**src/rtl/gb3_pkg.sv**
```systemverilog
// ----------------------------------------------------------------------------
// gb3_pkg
// shared types and constants of the 3x3 binomial blur
// ----------------------------------------------------------------------------
`default_nettype none

package gb3_pkg;

    localparam int CHAN_W     = 8;
    localparam int NUM_CH     = 4;
    localparam int SUM_W      = 12;
    localparam int OUT_DEPTH  = 4;
    localparam int OUT_PTR_W  = 2;
    localparam int OUT_CNT_W  = 3;

    localparam int CFG_IDX_W  = 2;
    localparam int CFG_DATA_W = 16;
    localparam int WIDTH_W    = 12;
    localparam int HEIGHT_W   = 16;
    localparam int NCH_W      = 3;
    localparam int ROW_W      = 17;

    localparam logic [CFG_IDX_W-1:0] REG_IMAGE_WIDTH   = 2'd0;
    localparam logic [CFG_IDX_W-1:0] REG_IMAGE_HEIGHT  = 2'd1;
    localparam logic [CFG_IDX_W-1:0] REG_CHANNEL_COUNT = 2'd2;

    localparam logic [WIDTH_W-1:0]  RST_IMAGE_WIDTH   = 12'd2048;
    localparam logic [HEIGHT_W-1:0] RST_IMAGE_HEIGHT  = 16'd1;
    localparam logic [NCH_W-1:0]    RST_CHANNEL_COUNT = 3'd3;

    // one neighbourhood column of a channel, index 0 is the top row
    typedef logic [2:0][CHAN_W-1:0] col_t;

    // one result item
    typedef struct packed {
        logic [NUM_CH-1:0][CHAN_W-1:0] chan;
        logic                          eos;
        logic                          eof;
    } out_item_t;

endpackage

`default_nettype wire

```
**src/rtl/gb3_out_fifo.sv**
```systemverilog
// ----------------------------------------------------------------------------
// gb3_out_fifo
// queues result items, takes up to two a cycle, gives one while out_ready is high
// ----------------------------------------------------------------------------
`default_nettype none

module gb3_out_fifo
(
    input  wire logic                  clk,
    input  wire logic                  rst_n,
    input  wire logic                  push_a,
    input  wire gb3_pkg::out_item_t    item_a,
    input  wire logic                  push_b,
    input  wire gb3_pkg::out_item_t    item_b,
    output logic                       room,
    output logic                       out_valid,
    input  wire logic                  out_ready,
    output gb3_pkg::out_item_t         out_item
);

    gb3_pkg::out_item_t                  entry_reg [gb3_pkg::OUT_DEPTH];
    logic [gb3_pkg::OUT_PTR_W-1:0]       wr_ptr_reg;
    logic [gb3_pkg::OUT_PTR_W-1:0]       wr_ptr_next;
    logic [gb3_pkg::OUT_PTR_W-1:0]       rd_ptr_reg;
    logic [gb3_pkg::OUT_PTR_W-1:0]       rd_ptr_next;
    logic [gb3_pkg::OUT_CNT_W-1:0]       count_reg;
    logic [gb3_pkg::OUT_CNT_W-1:0]       count_next;
    logic [gb3_pkg::OUT_CNT_W-1:0]       push_n;
    logic                                pop;
    gb3_pkg::out_item_t                  first_item;

    assign out_valid  = (count_reg != '0);
    assign out_item   = entry_reg[rd_ptr_reg];
    assign pop        = out_valid && out_ready;
    assign room       = (count_reg <= gb3_pkg::OUT_CNT_W'(gb3_pkg::OUT_DEPTH - 2));
    assign first_item = push_a ? item_a : item_b;

    always_comb
    begin
        push_n      = gb3_pkg::OUT_CNT_W'(push_a) + gb3_pkg::OUT_CNT_W'(push_b);
        wr_ptr_next = wr_ptr_reg + gb3_pkg::OUT_PTR_W'(push_n);
        rd_ptr_next = rd_ptr_reg + gb3_pkg::OUT_PTR_W'(pop);
        count_next  = count_reg + push_n - gb3_pkg::OUT_CNT_W'(pop);
    end

    always_ff @(posedge clk)
    begin
        if (push_a || push_b)
        begin
            entry_reg[wr_ptr_reg] <= first_item;
        end
        if (push_a && push_b)
        begin
            entry_reg[wr_ptr_reg + gb3_pkg::OUT_PTR_W'(1)] <= item_b;
        end
    end

    always_ff @(posedge clk or negedge rst_n)
    begin
        if (!rst_n)
        begin
            wr_ptr_reg <= '0;
            rd_ptr_reg <= '0;
            count_reg  <= '0;
        end
        else
        begin
            wr_ptr_reg <= wr_ptr_next;
            rd_ptr_reg <= rd_ptr_next;
            count_reg  <= count_next;
        end
    end

endmodule

`default_nettype wire

```
**config.mk**
```make
export PLATFORM = sky130hd
export DESIGN_NAME = gb3_out_fifo
export DESIGN_NICKNAME = d
export VERILOG_FILES = /design/src/rtl/gb3_pkg.sv /design/src/rtl/gb3_out_fifo.sv
export SDC_FILE = /design/constraint.sdc
export NUM_CORES = 1
export LEC_CHECK = 0
export BUFFER_PORTS_ARGS = -buffer_cell sky130_fd_sc_hd__buf_4
export CAP_MARGIN = 40
export CORE_MARGIN = 8
export CORE_UTILIZATION = 40
export DETAILED_ROUTE_END_ITERATION = 12
export PLACE_DENSITY = 0.68
export SLEW_MARGIN = 20
export SYNTH_ARGS = -nofsm -noshare
export SYNTH_HDL_FRONTEND = slang
export SYNTH_SLANG_ARGS = --single-unit
```
**constraint.sdc**
```tcl
create_clock -name clk -period 4.92 [get_ports clk]
set_input_delay 0 -clock clk [delete_from_list [all_inputs] [get_ports clk]]
set_output_delay 0 -clock clk [all_outputs]
set_load 0.05 [all_outputs]
```
# Word level (Yosys, flattened, before mapping)

Memories as Yosys holds them, arrays and structs flattened.
Index checks and enable logic that the tools add are counted.

Register bits after elaboration: 7
RAM bits: 136
Input bits: 73
Output and inout bits: 36
Word-level logic and storage cells: 20
Memories: 1

Add/subtract/negate cells: 6
$lt $le $gt $ge: 1
Mux-type cells: 5
Reductions and logical operators: 4

Memory list:

| memory    | words | width | rd ports | clocked after Yosys merged registers in | write ports | RTL line           | source |
|---|---|---|---|---|---|---|---|
| entry_reg | 4     | 34    | 1        | 0                                       | 2           | gb3_out_fifo.sv:21 | `gb3_pkg::out_item_t entry_reg [gb3_pkg::OUT_DEPTH];` |

Operators by type and width:

| operator                                                                          | number |
|---|---|
| 34-bit two-way mux                                                                | 1 |
| 1-bit two-way mux                                                                 | 4 |
| 3-bit by 2-bit adder with 3-bit output                                            | 1 |
| 3-bit by 2-bit less-or-equal comparator with 1-bit output (second input constant) | 1 |
| 3-bit nonzero test                                                                | 1 |
| 3-bit by 1-bit subtractor with 3-bit output                                       | 1 |
| 1-bit by 1-bit adder with 2-bit output                                            | 1 |
| 2-bit by 1-bit adder with 2-bit output                                            | 1 |
| 2-bit by 1-bit adder with 2-bit output (second input constant)                    | 1 |
| 2-bit adder                                                                       | 1 |
| 1-bit logical AND                                                                 | 2 |
| 1-bit logical OR                                                                  | 1 |

# Logic depth before layout (Yosys ltp)

Depth in word-level cells: 3
Mapped depth: 11
Gate-level depth less buffers: 8

# Worst setup path after synthesis

No wires, ideal clock.

Path kind: register to register
From: register wr_ptr_reg[0] (netlist name)
To: memory entry_reg[3][0] (netlist name), enable pin
Setup time: 0.478 ns
Arrival: 3.442 ns
Required time: 4.442 ns
Path slack: 1.000 ns
Cell stages (with the launch flop): 6
Path buffers: 3
Clock period less this slack: 3.920 ns
Cells stage by stage: dfrtp_1 -> buf_4 -> nand2b_1 -> buf_2 -> buf_2 -> a21boi_0

RTL lines:

| what                   | RTL line           | source |
|---|---|---|
| start, declared        | gb3_out_fifo.sv:22 | `logic [gb3_pkg::OUT_PTR_W-1:0] wr_ptr_reg;` |
| start signal, assigned | gb3_out_fifo.sv:68 | `wr_ptr_reg <= wr_ptr_next;` |
| end, declared          | gb3_out_fifo.sv:21 |  |

==> key figures <==
Run status
  – Status: complete, no violations

Placement
  – Routability congestion estimate from global placement: 0.817
  – Placed Area: 8520 µm²
  – Port bufs: 108
  – Post-DP HPWL: 13.1 mm

Worst setup path
  – R2R Path Start: wr_ptr_reg[1]$_DFF_PN0_
  – Critical-path maximum fanout: 35
  – Crit path largest cell delay: 880 ps
  – Critical path arrival: 3010 ps
  – Crit. End Element: register
  – Worst reg2reg endpoint: entry_reg[0][12]$_DFFE_PP_
  – Slowest CP cell: and3_2
  – Critical setup path kind: reg2reg
  – CP Cell Sequence: and3_2 > or2_2 > buf_16
  – Req. time, crit path: 5050 ps
  – Worst reg-to-reg path cell count: 3
  – Crit path launch: wr_ptr_reg[1]$_DFF_PN0_
  – Worst setup SP type: register
  – R2R setup slack: 2040 ps

STA
  – Slew HR: 41.6%
  – Period utilization: 58.6%
  – Period minus WS final: 2880 ps
  – Max Freq: 0.347 GHz
  – Unrepaired setup endpoints after global routing: no
  – Tightest Pin Transition: 876 ps
  – Final Hold Vio Count: 0
  – Final Skew: 8.66 ps
  – Setup TNS: 0 ps
  – Number of setup violations in the final report: 0
  – Final Slew Violations: 0

Detailed routing
  – Via count: 5632
  – Max Used Layer: met4
  – Final ANT Viol Nets: 0
  – Avg WL per Cell: 22.8 µm
  – # DRC: 0
  – DR vias/cell: 6.19
  – DRT Pass-1 Iters: 5
  – Metal-1 WL: 8.38 mm
  – Met2 WL: 10.5 mm
  – Met3 routed WL: 1.41 mm
  – WL final: 20.8 mm
  – First DRT Iteration DRCs: 553

Cells and area
  – # fillers: 1532
  – Largest register FFs: 136
  – Post-route cell area: 9450 µm²
  – Area growth from synthesis to layout: 26.1%
  – # diodes: 0
  – Share of cells above drive strength 1: 28.8%
  – Fin nets: 742

Synth
  – Sequential cell area fraction in the yosys report: 56.8%
  – Synth Flop Type: edfxtp_1
  – Post-synth top cells: edfxtp_1 (136), o221ai_1 (136), nand2b_1 (70), nand2_1 (69), mux4_2 (34)
  – Seq cells post-synth: 143
  – Async SR Flop Fraction: 4.90%
  – Synth top area share: 54.5%
  – Yosys warning count: 0
  – Yosys cell types: 28
  – Area leader, netlist: edfxtp_1
  – Mapped Nets: 620
  – Synth Instances: 541
  – Synth top area cells: edfxtp_1 (55%), o221ai_1 (16%), mux4_2 (10%)
  – Syn Area/Cell: 13.8 µm²
  – Mapped cell area: 7490 µm²
  – Number of flops mapped to enable cells by yosys: 136

CTS
  – TritonCTS clock tree: done
  – Sinks on Clock Net: 143
  – CTS max path bufs: 2
  – Clk_lat worst skew: 430 ps
  – Clock root buffer: clkbuf_16
  – Cts bufs inserted: 17
  – H-Tree Depth: 4
  – Clock transition at path regs: 60 ps

Min path
  – Hold Path End: entry_reg[1][17]$_DFFE_PP_
  – Worst Hold Launch: item_a[17]
  – Hold Path Class: in2reg
  – Worst hold path depth: 3

Job
  – Max-Cap Viols: 0

Power
  – Worst vdd ir: 0.236 mV
  – Pwr Density: 652 nW/µm²
  – Leak Pwr: 3.34 nW

Floorplanning
  – FP Rows: 50
  – Core Region: 18500 µm²
  – Initial Util: 40.5%
  – Num ports: 109
  – Die area: 23400 µm²
  – Die height: 153 µm
  – Die Width: 153 µm

Global route
  – Largest net degree at the start of global routing: 71
  – Initial antenna violation count: 0
  – Global-route wire length before repair: 32.0 mm
  – Gr ovfl total: 0
  – Overall global routing resource usage: 17.5%
  – Vias in the first global route: 6009
==> critical path, delay by kind of cell (launching register included) <==
kind / cells / cell delay (ps)
AND/OR/NAND/NOR: 2 / 1570
flip-flops: 1 / 770
buffers and inverters: 1 / 240
==> cells in the final DEF (no fill, tap or decap), types with 4 or more instances in the layout <==
cell,Yosys,final
buf_16,0,5
buf_4,3,115
clkbuf_1,12,4
clkbuf_16,0,17
clkinv_2,0,7
dfrtp_1,7,4
dlygate4sd3_1,0,38
edfxtp_1,136,136
ha_1,5,5
inv_1,6,6
mux4_2,34,34
nand2_1,69,68
nand2b_1,70,69
o221ai_1,136,136
xnor2_1,6,6
==> worst max path at each step <==
stage	end	depth (start not counted)
after floorplan	entry_reg[3][0]$_DFFE_PP_	5
after global placement	entry_reg[3][6]$_DFFE_PP_	5
after detailed placement	entry_reg[0][19]$_DFFE_PP_	5
after CTS	entry_reg[0][12]$_DFFE_PP_	3
after global routing	entry_reg[0][12]$_DFFE_PP_	3
final	entry_reg[0][12]$_DFFE_PP_	3
==> per-stage QoR <==
stage,power (mW),std cells,setup slack [ps],hold WS [ps],util [%]
final,6.16,910,2040,15.7,51.0
after global routing,6.41,910,1930,15.2,51.0
after CTS,6.19,909,2040,1.40,51.0
after detailed placement,4.97,840,1840,-174,46.0
after global placement,4.78,835,1800,-178,45.3
after floorplan,4.06,541,1000,-296,-
==> where the power goes <==
part / total, mW / switching, mW / internal [mW] / leakage, nW
registers: 2.07 / 0.220 / 1.85 / 1.36
clock network: 1.20 / 0.473 / 0.729 / 0.277
logic: 2.88 / 1.83 / 1.05 / 1.71
total: 6.16 / 2.52 / 3.63 / 3.34
==> logic make-up (layout without fill, tap and decap cells) <==
logic type                 after synthesis  after routing  share of synthesized area [%]
adders and majority gates                6              6                           1.10
buffers and inverters                   61            196                           4.36
muxes                                   34             34                           10.2
xor gates and xnor gates                 7              7                          0.818
AOI/OAI and AO/OA                      142            142                           16.4
and+or+nand+nor                        148            148                           10.2
DFF                                    143            143                           56.8
==> timing repair <==
action,4_1_cts,5_1_grt
hold buffers,37,1
resized for setup,0,0
setup endpoints to repair,0,0
hold endpoints to repair,140,1
setup buffers,0,0
==> metal layers <==
layer | vias up | global-route usage (%)
li1 | 2514 | -
met1 | 2814 | 20.5
met2 | 263 | 30.0
met3 | 41 | 4.48
met4 | 0 | 7.49
met5 | - | 0
==> cell type report <==
class	instances	area, µm²	share of cell area, %
flip-flops and latches	143	4260	45.1
repair buffers	158	1380	14.6
multi-input cells	337	2940	31.1
clock inverters	8	65.1	0.689
well taps	234	293	3.10
clock buffers	24	482	5.10
inverters	6	22.5	0.238
No activity file was read; power rests on OpenSTA's default activity.
