### config.mk
export PLATFORM = sky130hd
export DESIGN_NAME = gb3_lane
export DESIGN_NICKNAME = d
export VERILOG_FILES = /design/src/rtl/gb3_pkg.sv /design/src/rtl/gb3_lane.sv
export SDC_FILE = /design/constraint.sdc
export NUM_CORES = 1
export LEC_CHECK = 0
export BUFFER_PORTS_ARGS = -buffer_cell sky130_fd_sc_hd__buf_2
export CAP_MARGIN = 20
export CORE_MARGIN = 10
export CORE_UTILIZATION = 55
export DETAILED_ROUTE_END_ITERATION = 12
export PLACE_DENSITY = 0.87
export SLEW_MARGIN = 10
export SYNTH_ARGS = -nofsm -noshare
export SYNTH_HDL_FRONTEND = slang
export SYNTH_SLANG_ARGS = --single-unit
### constraint.sdc
create_clock -name vclk -period 8.7
set_input_delay 1.305 -clock vclk [all_inputs]
set_output_delay 1.305 -clock vclk [all_outputs]
set_load 0.01 [all_outputs]
### src/rtl/gb3_pkg.sv
// ----------------------------------------------------------------------------
// gb3_pkg
// shared types and constants of the 3x3 binomial blur
// ----------------------------------------------------------------------------
`default_nettype none

package gb3_pkg;

    localparam int CHAN_W     = 8;
    localparam int NUM_CH     = 4;
    localparam int SUM_W      = 12;
    localparam int OUT_DEPTH  = 4;
    localparam int OUT_PTR_W  = 2;
    localparam int OUT_CNT_W  = 3;

    localparam int CFG_IDX_W  = 2;
    localparam int CFG_DATA_W = 16;
    localparam int WIDTH_W    = 12;
    localparam int HEIGHT_W   = 16;
    localparam int NCH_W      = 3;
    localparam int ROW_W      = 17;

    localparam logic [CFG_IDX_W-1:0] REG_IMAGE_WIDTH   = 2'd0;
    localparam logic [CFG_IDX_W-1:0] REG_IMAGE_HEIGHT  = 2'd1;
    localparam logic [CFG_IDX_W-1:0] REG_CHANNEL_COUNT = 2'd2;

    localparam logic [WIDTH_W-1:0]  RST_IMAGE_WIDTH   = 12'd2048;
    localparam logic [HEIGHT_W-1:0] RST_IMAGE_HEIGHT  = 16'd1;
    localparam logic [NCH_W-1:0]    RST_CHANNEL_COUNT = 3'd3;

    // one neighbourhood column of a channel, index 0 is the top row
    typedef logic [2:0][CHAN_W-1:0] col_t;

    // one result item
    typedef struct packed {
        logic [NUM_CH-1:0][CHAN_W-1:0] chan;
        logic                          eos;
        logic                          eof;
    } out_item_t;

endpackage

`default_nettype wire

### src/rtl/gb3_lane.sv
// ----------------------------------------------------------------------------
// gb3_lane
// one channel of the 1 2 1 binomial kernel, sum shifted right by four
// ----------------------------------------------------------------------------
`default_nettype none

module gb3_lane
(
    input  wire gb3_pkg::col_t               left_col,
    input  wire gb3_pkg::col_t               mid_col,
    input  wire gb3_pkg::col_t               right_col,
    input  wire logic                        enable,
    output logic [gb3_pkg::CHAN_W-1:0]       result
);

    logic [gb3_pkg::SUM_W-1:0] top_sum;
    logic [gb3_pkg::SUM_W-1:0] mid_sum;
    logic [gb3_pkg::SUM_W-1:0] bot_sum;
    logic [gb3_pkg::SUM_W-1:0] total;

    // each row is 1 2 1, the middle row counts twice
    always_comb
    begin
        top_sum = gb3_pkg::SUM_W'(left_col[0]) + (gb3_pkg::SUM_W'(mid_col[0]) << 1)
                + gb3_pkg::SUM_W'(right_col[0]);
        mid_sum = gb3_pkg::SUM_W'(left_col[1]) + (gb3_pkg::SUM_W'(mid_col[1]) << 1)
                + gb3_pkg::SUM_W'(right_col[1]);
        bot_sum = gb3_pkg::SUM_W'(left_col[2]) + (gb3_pkg::SUM_W'(mid_col[2]) << 1)
                + gb3_pkg::SUM_W'(right_col[2]);
        total   = top_sum + (mid_sum << 1) + bot_sum;
        result  = enable ? total[gb3_pkg::SUM_W-1:4] : '0;
    end

endmodule

`default_nettype wire

After elaboration in Yosys (flattened, before gate mapping)
Index checks and enable logic that the tools add are counted.

word-level totals
  register bits = 0
  latch bits = 0
  bits in writable memories = 0
  memory bits (read-only) = 0
  bits of input ports = 73
  output and inout port bits = 8
  logic and storage cells = 9
  memories = 0

cells by class
  add/subtract/negate cells = 8
  multipliers = 0
  div/mod/pow operators = 0
  magnitude comparators = 0
  equal/unequal tests = 0
  shifts and indexed selects = 0
  mux-type cells = 1
  bitwise logic cells = 0
  reductions and logical operators = 0

operators with widths
  cell                                       number
  10-bit by 8-bit adder with 11-bit output   3
  8-bit by 9-bit adder with 10-bit output    3
  11-bit by 12-bit adder with 12-bit output  1
  12-bit adder                               1
  8-bit two-way mux                          1

Longest topological paths before layout
Gate-level depths: netlist of run 1.

  depth in word-level cells = 5
  mapped depth = 21
  gate-level depth less buffers = 21

Worst setup path after synthesis of run 1
No wires, ideal clock.

  path kind = input port to output port
  from = input left_col[9] (netlist name)
  to = output result[7] (netlist name)
  arrival = 5.626 ns
  required time = 7.395 ns
  setup slack = 1.769 ns
  cell stages on the path = 20
  buffers on the path = 0
  path through = inv_1 > fa_1 > inv_1 > ha_1 > inv_1 > fa_1 > nor2b_1 > o21a_1 > o21a_1 > or3_1 > a32o_1 > fa_1 > inv_1 > ha_1 > ha_1 > ha_1 > a21o_1 > a21o_1 > a211oi_2 > mux2i_1

on the way
  longest elaborated chain between the ends = 5

ends and longest elaborated chain
  element                                    line            text
  start: declaration                         gb3_lane.sv:9   input wire gb3_pkg::col_t left_col,
  8-bit by 9-bit adder with 10-bit output    gb3_lane.sv:26  mid_sum = gb3_pkg::SUM_W'(left_col[1]) + (gb3_pkg::SUM_W'(mid_col[1]) << 1)
  10-bit by 8-bit adder with 11-bit output   gb3_lane.sv:27  + gb3_pkg::SUM_W'(right_col[1]);
  11-bit by 12-bit adder with 12-bit output  gb3_lane.sv:30  total = top_sum + (mid_sum << 1) + bot_sum;
  12-bit adder                               gb3_lane.sv:30
  8-bit two-way mux                          gb3_lane.sv:31  result = enable ? total[gb3_pkg::SUM_W-1:4] : '0;
  end: declaration                           gb3_lane.sv:13  output logic [gb3_pkg::CHAN_W-1:0] result

No other way between the ends.

Final worst setup path of run 1
Ends and elaborated chain as after synthesis.

==> summary.md, run 1 <==
| Metric | Value |
|---|---|
| Pin count of the biggest net entering global routing | `10` |
| Power Density | `352.3 nW/um2` |
| Number of distinct library cell variants in the gate-level netlist after synthesis | `30` |
| Met2 capacity usage during global routing | `between 20 and 30%` |
| Max Fclk | `~0.14 GHz` |
| Final critical-path required period | `between 7 and 8 ns` |
| Arrival time of the worst setup path | `slightly below 6 ns` |
| Portion of the post-synthesis area used by sequential elements | `0%` |
| Initial standard-cell utilization of the core | `between 50 and 60%` |
| Width of the die | `around 79 um` |
| Data required time at the worst endpoint | `about 7.4 ns` |
| Largest fanout of any net on the critical path | `4` |
| Fraction of the core area covered by cells at the end of the flow | `70.75%` |
| Detailed Place HPWL | `3993 um` |
| Area of the mapped netlist | `1898 um2` |
| Wirelength, routed | `4185 um` |
| Post-Syn Area per Cell | `approximately 9.7 um2` |
| Leakage component of the power | `roughly 1.3 nW` |
| Yosys warning total | `0` |
| Fill cell instance count of the final layout | `around 280` |
| Global routing met3 resource utilization | `about 2.3%` |
| Crit path cell chain | `buf_2 -> inv_1 -> fa_1 -> inv_1 -> ha_1 -> inv_1 -> fa_1 -> nor2b_1 -> o21a_1 -> o21a_1 -> or3_1 -> a32o_1 -> fa_1 -> inv_1 -> ha_1 -> ha_1 -> ha_1 -> a21o_1 -> a21o_1 -> a211oi_2 -> mux2i_1 -> buf_2` |
| Remaining number of nets flagged by the antenna check after routing | `0` |
| Total I/O pin count | `~80` |
| Area inside the core boundary | `3337 um2` |
| Summed area of non-filler cells in the final layout | `between 2000 and 2500 um2` |
| Path type of the worst setup path | `input pin to output port` |
| Measured slew at the worst slew-check pin | `0.4864 ns` |
| Final setup vio count | `0` |
| Type of element capturing the critical path | `output port` |
| Ratio of cells with drive above 1 in the final layout | `a little under a third` |
| Overflow left after global routing | `0` |
| Rel. slew slack | `67.52%` |
| Clock buf count | `0` |
| Number of buffers and inverters on the critical path | `6` |
| Synth-to-Final Area Change | `24.39%` |
| Global routing's busiest layer | `met2` |
| Number of hold violations in the final report | `0` |
| Routed wire per std cell | `around 13 um` |
| Global-route wire length before repair | `roughly 7800 um` |
| CTS-repair resized insts | `0` |
| Length of the first detailed-routing pass in iterations | `4` |
| Die outline area | `just over 6000 um2` |
| # hold bufs at CTS | `0` |
| Number of antenna violations at the first check in global routing | `0` |
| Slowest stage delay, CP | `about 0.53 ns` |
| Violation count after the first detailed-routing iteration | `37` |
| Total inserted antenna cells | `0` |
| Met1 usage in global routing | `about 15%` |
| DR vias/cell | `roughly 5.1` |
| Cell type of the slowest stage on the worst timing path | `fa_1` |
| Via count of the first global-routing pass | `approximately 1900` |
| Slew Limit Fails | `0` |
| Placed standard-cell area | `approximately 2400 um2` |
| Post-Syn Nets | `about 340` |
| RSZ-0062 raised after global routing | `false` |
| Vias after detailed routing | `between 1500 and 2000` |
| Highest ir drop seen on vdd | `~0.5 mV` |
| Critical path startpoint category | `input pin` |
| Post-CTS Setup Inserts | `0` |
| Path type of the worst min-delay path | `input pin to output port` |
| Sequential standard cell area | `0 um2` |
| Number of remaining DRC errors | `0` |
| MaxCap Viol Count | `0` |
| Post-route setup TNS | `0 ns` |
| PortBufs | `just over 80` |
| Cell count after synthesis | `slightly below 200` |
| Number of nets in the final layout | `around 420` |
| Combined global-route utilization of all metal layers | `about 14%` |
| Result of the run | `finished clean` |
| Standard-cell row count | `21` |
| Overall power of the completed layout | `about 0.83 mW` |
| Final weighted congestion in routability-driven placement | `0.8356` |
| DIE HEIGHT | `about 80 um` |
| Total number of sequential cells | `0` |
| Final worst-path cycle share | `around 83%` |
| Dominant delay contributor by cell family on the critical path | `adder cells` |
-- metrics by stage --
step,hold slack [ns],setup slack [ns],cells
floorplan,2.747,1.769,195
global placement,3.006,1.567,322
detailed placement,3.016,1.467,322
CTS,3.015,1.450,322
global route,3.044,1.199,322
finish,3.007,1.480,322
-- routing by layer --
| layer | share of wire, % | wire, um |
|---|---|---|
| met3 | 6.0 | 251 |
| met2 | 55 | 2299 |
| met1 | 38 | 1600 |
| met4 | 0.81 | 34 |
| met5 | 0 | 0 |
-- power by group --
part           internal (mW)  total (mW)  switching (mW)  leakage (nW)
Clock                      0           0               0             0
Combinational          0.406       0.832           0.426          1.29
Sequential                 0           0               0             0
Total                  0.406       0.832           0.426          1.29
-- final timing paths --
check | startpoint | endpoint | slack (ns) | cells past startpoint
worst min-delay path | enable | result[7] | 3.01 | 4
worst max-delay path | left_col[9] | result[7] | 1.48 | 22
-- worst min-delay path: cells and delay by family --
kind	cells	cell delay (ns)
buf+inv	2	0.27
simple gates	1	0.07
mux	1	0.05
-- cells by family after synthesis --
group / synth area share (%)
adder cells (fa/ha/maj): 61.17
AND/OR/NAND/NOR: 11.73
buffers and inverters: 6.922
AO/OA/AOI/OAI: 12.26
XOR/XNOR: 7.383
multiplexers: 0.5274
-- cell type report --
type / instances / area [um2] / share of cell area [%]
well taps: 46 / 57.56 / 2.438
repair buffers: 81 / 405.4 / 17.17
inverters: 35 / 131.4 / 5.564
multi-input cells: 160 / 1767 / 74.83
-- cell usage after synthesis, drive strengths merged (2+ instances only) --
master  instances  area, um2
fa             38      760.7
inv            35      131.4
ha             32      400.4
a21oi           9      45.04
xor2            9      78.83
nor3            8      40.04
a21o            7      52.55
and2            7      43.79
nor2            7      26.28
xnor2           7      61.31
nand2           4      15.01
a211oi          3      32.53
a31oi           3      18.77
nand4           3      18.77
nor2b           3      18.77
or2             3      18.77
a41oi           2      17.52
and3            2      12.51
o21a            2      15.01
o21ai           2      10.01
-- cell usage in the layout, fill, tap and decap left out, types with 4 or more instances in the layout --
master    n
buf_2    81
fa_1     38
inv_1    35
ha_1     32
a21oi_1   9
xor2_1    9
nor3_1    8
a21o_1    7
and2_1    7
nor2_1    7
xnor2_1   7
nand2_1   4
(Power assumes the default switching activity.)
==> run 2, diff against run 1 <==
--- a/config.mk
+++ b/config.mk
@@ -8,9 +8,9 @@
 export BUFFER_PORTS_ARGS = -buffer_cell sky130_fd_sc_hd__buf_2
 export CAP_MARGIN = 20
 export CORE_MARGIN = 10
-export CORE_UTILIZATION = 55
+export CORE_UTILIZATION = 46
 export DETAILED_ROUTE_END_ITERATION = 12
-export PLACE_DENSITY = 0.87
+export PLACE_DENSITY = 0.78
 export SLEW_MARGIN = 10
 export SYNTH_ARGS = -nofsm -noshare
 export SYNTH_HDL_FRONTEND = slang
==> constraint.sdc (replaced) <==
create_clock -name vclk -period 6.23
set_input_delay 0.9345 -clock vclk [all_inputs]
set_output_delay 0.9345 -clock vclk [all_outputs]
set_load 0.01 [all_outputs]
==> run 2 against run 1 <==
  * The run now ends with setup timing left
  * Worst hold slack got worse by 0.74 ns
  * Non-clock buffer count rose by 12
  * Sequential share of layout area did not move
  * Combinational power rose by 73%
  * Global-route usage fell by 1.1 points
  * Worst setup slack got worse by 1.5 ns
  * Critical path type unchanged
  * Critical endpoint unchanged
==> summary.md, run 2 (synthesis results as in run 1) <==
| Metric | Value |
|---|---|
| Pin count of the biggest net entering global routing | `10` |
| Synth-to-Final Area Change | `34.67%` |
| Sequential standard cell area | `0 um2` |
| Remaining number of nets flagged by the antenna check after routing | `0` |
| Most frequent cells in the layout | `buf_2 (80), fa_1 (37), inv_1 (31), ha_1 (26), buf_4 (12)` |
| Summed area of non-filler cells in the final layout | `around 2600 um2` |
| Final setup vio count | `2` |
| Global-route wire length before repair | `between 8000 and 9000 um` |
| Number of nets in the final layout | `around 430` |
| P_int | `about 0.74 mW` |
| Post-route setup TNS | `-0.07914 ns` |
| Total I/O pin count | `~80` |
| Overflow left after global routing | `0` |
| Total number of sequential cells | `0` |
| Standard-cell row count | `23` |
| Power Density | `~560 nW/um2` |
| Most repeated library cell on the critical path | `ha_4` |
| Area inside the core boundary | `4000 um2` |
| Number of remaining DRC errors | `0` |
| DR vias/cell | `just over 5` |
| Total inserted antenna cells | `0` |
| Slowest stage delay, CP | `around 0.55 ns` |
| Largest fanout of any net on the critical path | `3` |
| Path length in cells of the critical path | `22` |
| Routed wire per std cell | `about 14 um` |
| Fraction of the core area covered by cells at the end of the flow | `between 60% and 70%` |
| Path type of the worst min-delay path | `input pin to output port` |
| Clock buf count | `0` |
| Most common cell after layout, fill and taps aside | `buf_2` |
| Crit path cell chain | `buf_6 -> inv_4 -> fa_1 -> inv_1 -> ha_2 -> inv_2 -> fa_2 -> nor2b_1 -> o21a_1 -> o21a_1 -> or3_4 -> a32o_2 -> fa_1 -> inv_2 -> ha_4 -> ha_4 -> ha_4 -> a21o_1 -> a21o_1 -> a211oi_2 -> mux2i_1 -> buf_2` |
| Highest ir drop seen on vdd | `slightly above 0.8 mV` |
| Die outline area | `approximately 7100 um2` |
| Timing endpoint of the critical path | `result[7]` |
| Final critical-path required period | `around 6.3 ns` |
| Type of element capturing the critical path | `output port` |
| Combined global-route utilization of all metal layers | `13.18%` |
| Final worst slack | `-0.04926 ns` |
| Arrival time of the worst setup path | `between 5 and 6 ns` |
| Data required time at the worst endpoint | `5.30 ns` |
| Setup slack at placement | `-0.2493 ns` |
| Detailed Place HPWL | `between 4000 and 5000 um` |
| Wirelength, routed | `around 4600 um` |
| Worst setup path start | `right_col[9]` |
| Number of antenna violations at the first check in global routing | `0` |
| Measured slew at the worst slew-check pin | `~0.4 ns` |
| Violation count after the first detailed-routing iteration | `43` |
| Combinational power share | `between 90% and 100%` |
| Number of buffers and inverters on the critical path | `6` |
| Net switching component of the power | `around 0.70 mW` |
| Length of the first detailed-routing pass in iterations | `4` |
| Width of the die | `~84 um` |
| Final worst-path cycle share | `100.8%` |
| Via count of the first global-routing pass | `2035` |
| MaxCap Viol Count | `0` |
| Final weighted congestion in routability-driven placement | `around 0.81` |
| Slew Limit Fails | `0` |
| RSZ-0062 raised after global routing | `true` |
| Dominant delay contributor by cell family on the critical path | `adder cells` |
| Clock Power Share | `0%` |
| PortBufs | `81` |
| DIE HEIGHT | `about 84 um` |
| Initial standard-cell utilization of the core | `roughly 47%` |
| Overall power of the completed layout | `about 1.4 mW` |
| Cell type of the slowest stage on the worst timing path | `fa_1` |
| Result of the run | `complete, but fails checks` |
| Sequential group share of total power | `0%` |
| Ratio of cells with drive above 1 in the final layout | `39.58%` |
| Max Fclk | `about 0.16 GHz` |
| Failing checks | `setup timing` |
| Placed standard-cell area | `2426 um2` |
| Critical path startpoint category | `input pin` |
| # hold bufs at CTS | `0` |
| Leakage component of the power | `between 1 and 1.5 nW` |
| Switching part of the total power | `roughly 50%` |
| Number of hold violations in the final report | `0` |
| Path type of the worst setup path | `input pin to output port` |
| Rel. slew slack | `between 70 and 80%` |
| Vias after detailed routing | `between 1500 and 2000` |
[run 2: changes by cell type in the layout (fill, tap and decap cells not counted), sizes merged]
cell  delta
buf     +12
[run 2: final cells by class]
cell class                 count  area, um2
inverter                      35      133.9
fill                         350       1444
tap                           50      62.56
multi-input combinational    160       1858
timing repair buffer          93      501.7
[run 2: worst min-delay path, cell delays in order]
cell and delay (ns):
buf_2 0.14, nand2_1 0.07, mux2i_1 0.05, buf_2 0.13
[run 2: timing repair]
item,in CTS,in global routing
gates cloned,0,0
resized for setup,7,11
setup endpoints to repair,3,5
buffers inserted,1,3
pin swaps,3,18
[run 2: per-layer routing]
metal	share of wire, %	track usage, %
met1	38	14.49
met2	56	26.97
met3	5.8	1.836
met4	0.30	0
met5	0	0
[run 2: through the flow]
| stage | hold WS (ns) | cells |
|---|---|---|
| 6_report | 2.265 | 338 |
| 5_1_grt | 2.311 | 338 |
| 4_1_cts | 2.270 | 335 |
| 3_5_place_dp | 2.267 | 334 |
| 3_3_place_gp | 2.266 | 334 |
| 2_1_floorplan | 2.006 | 195 |
[run 2: how the worst min path moves through the flow]
stage                       from   endpoint  slack [ns]  depth (start not counted)
final                     enable  result[7]        2.27                          4
after global routing      enable  result[5]        2.31                          3
after CTS                 enable  result[7]        2.27                          4
after detailed placement  enable  result[7]        2.27                          4
after global placement    enable  result[7]        2.27                          4
after floorplan           enable  result[7]        2.01                          2
[run 2: power groups by stage]
stage / Combinational [mW] / Clock, mW / Sequential (mW)
after floorplan: 0.897 / 0 / 0
after global placement: 1.24 / 0 / 0
after detailed placement: 1.28 / 0 / 0
after CTS: 1.33 / 0 / 0
after global routing: 1.63 / 0 / 0
final: 1.44 / 0 / 0
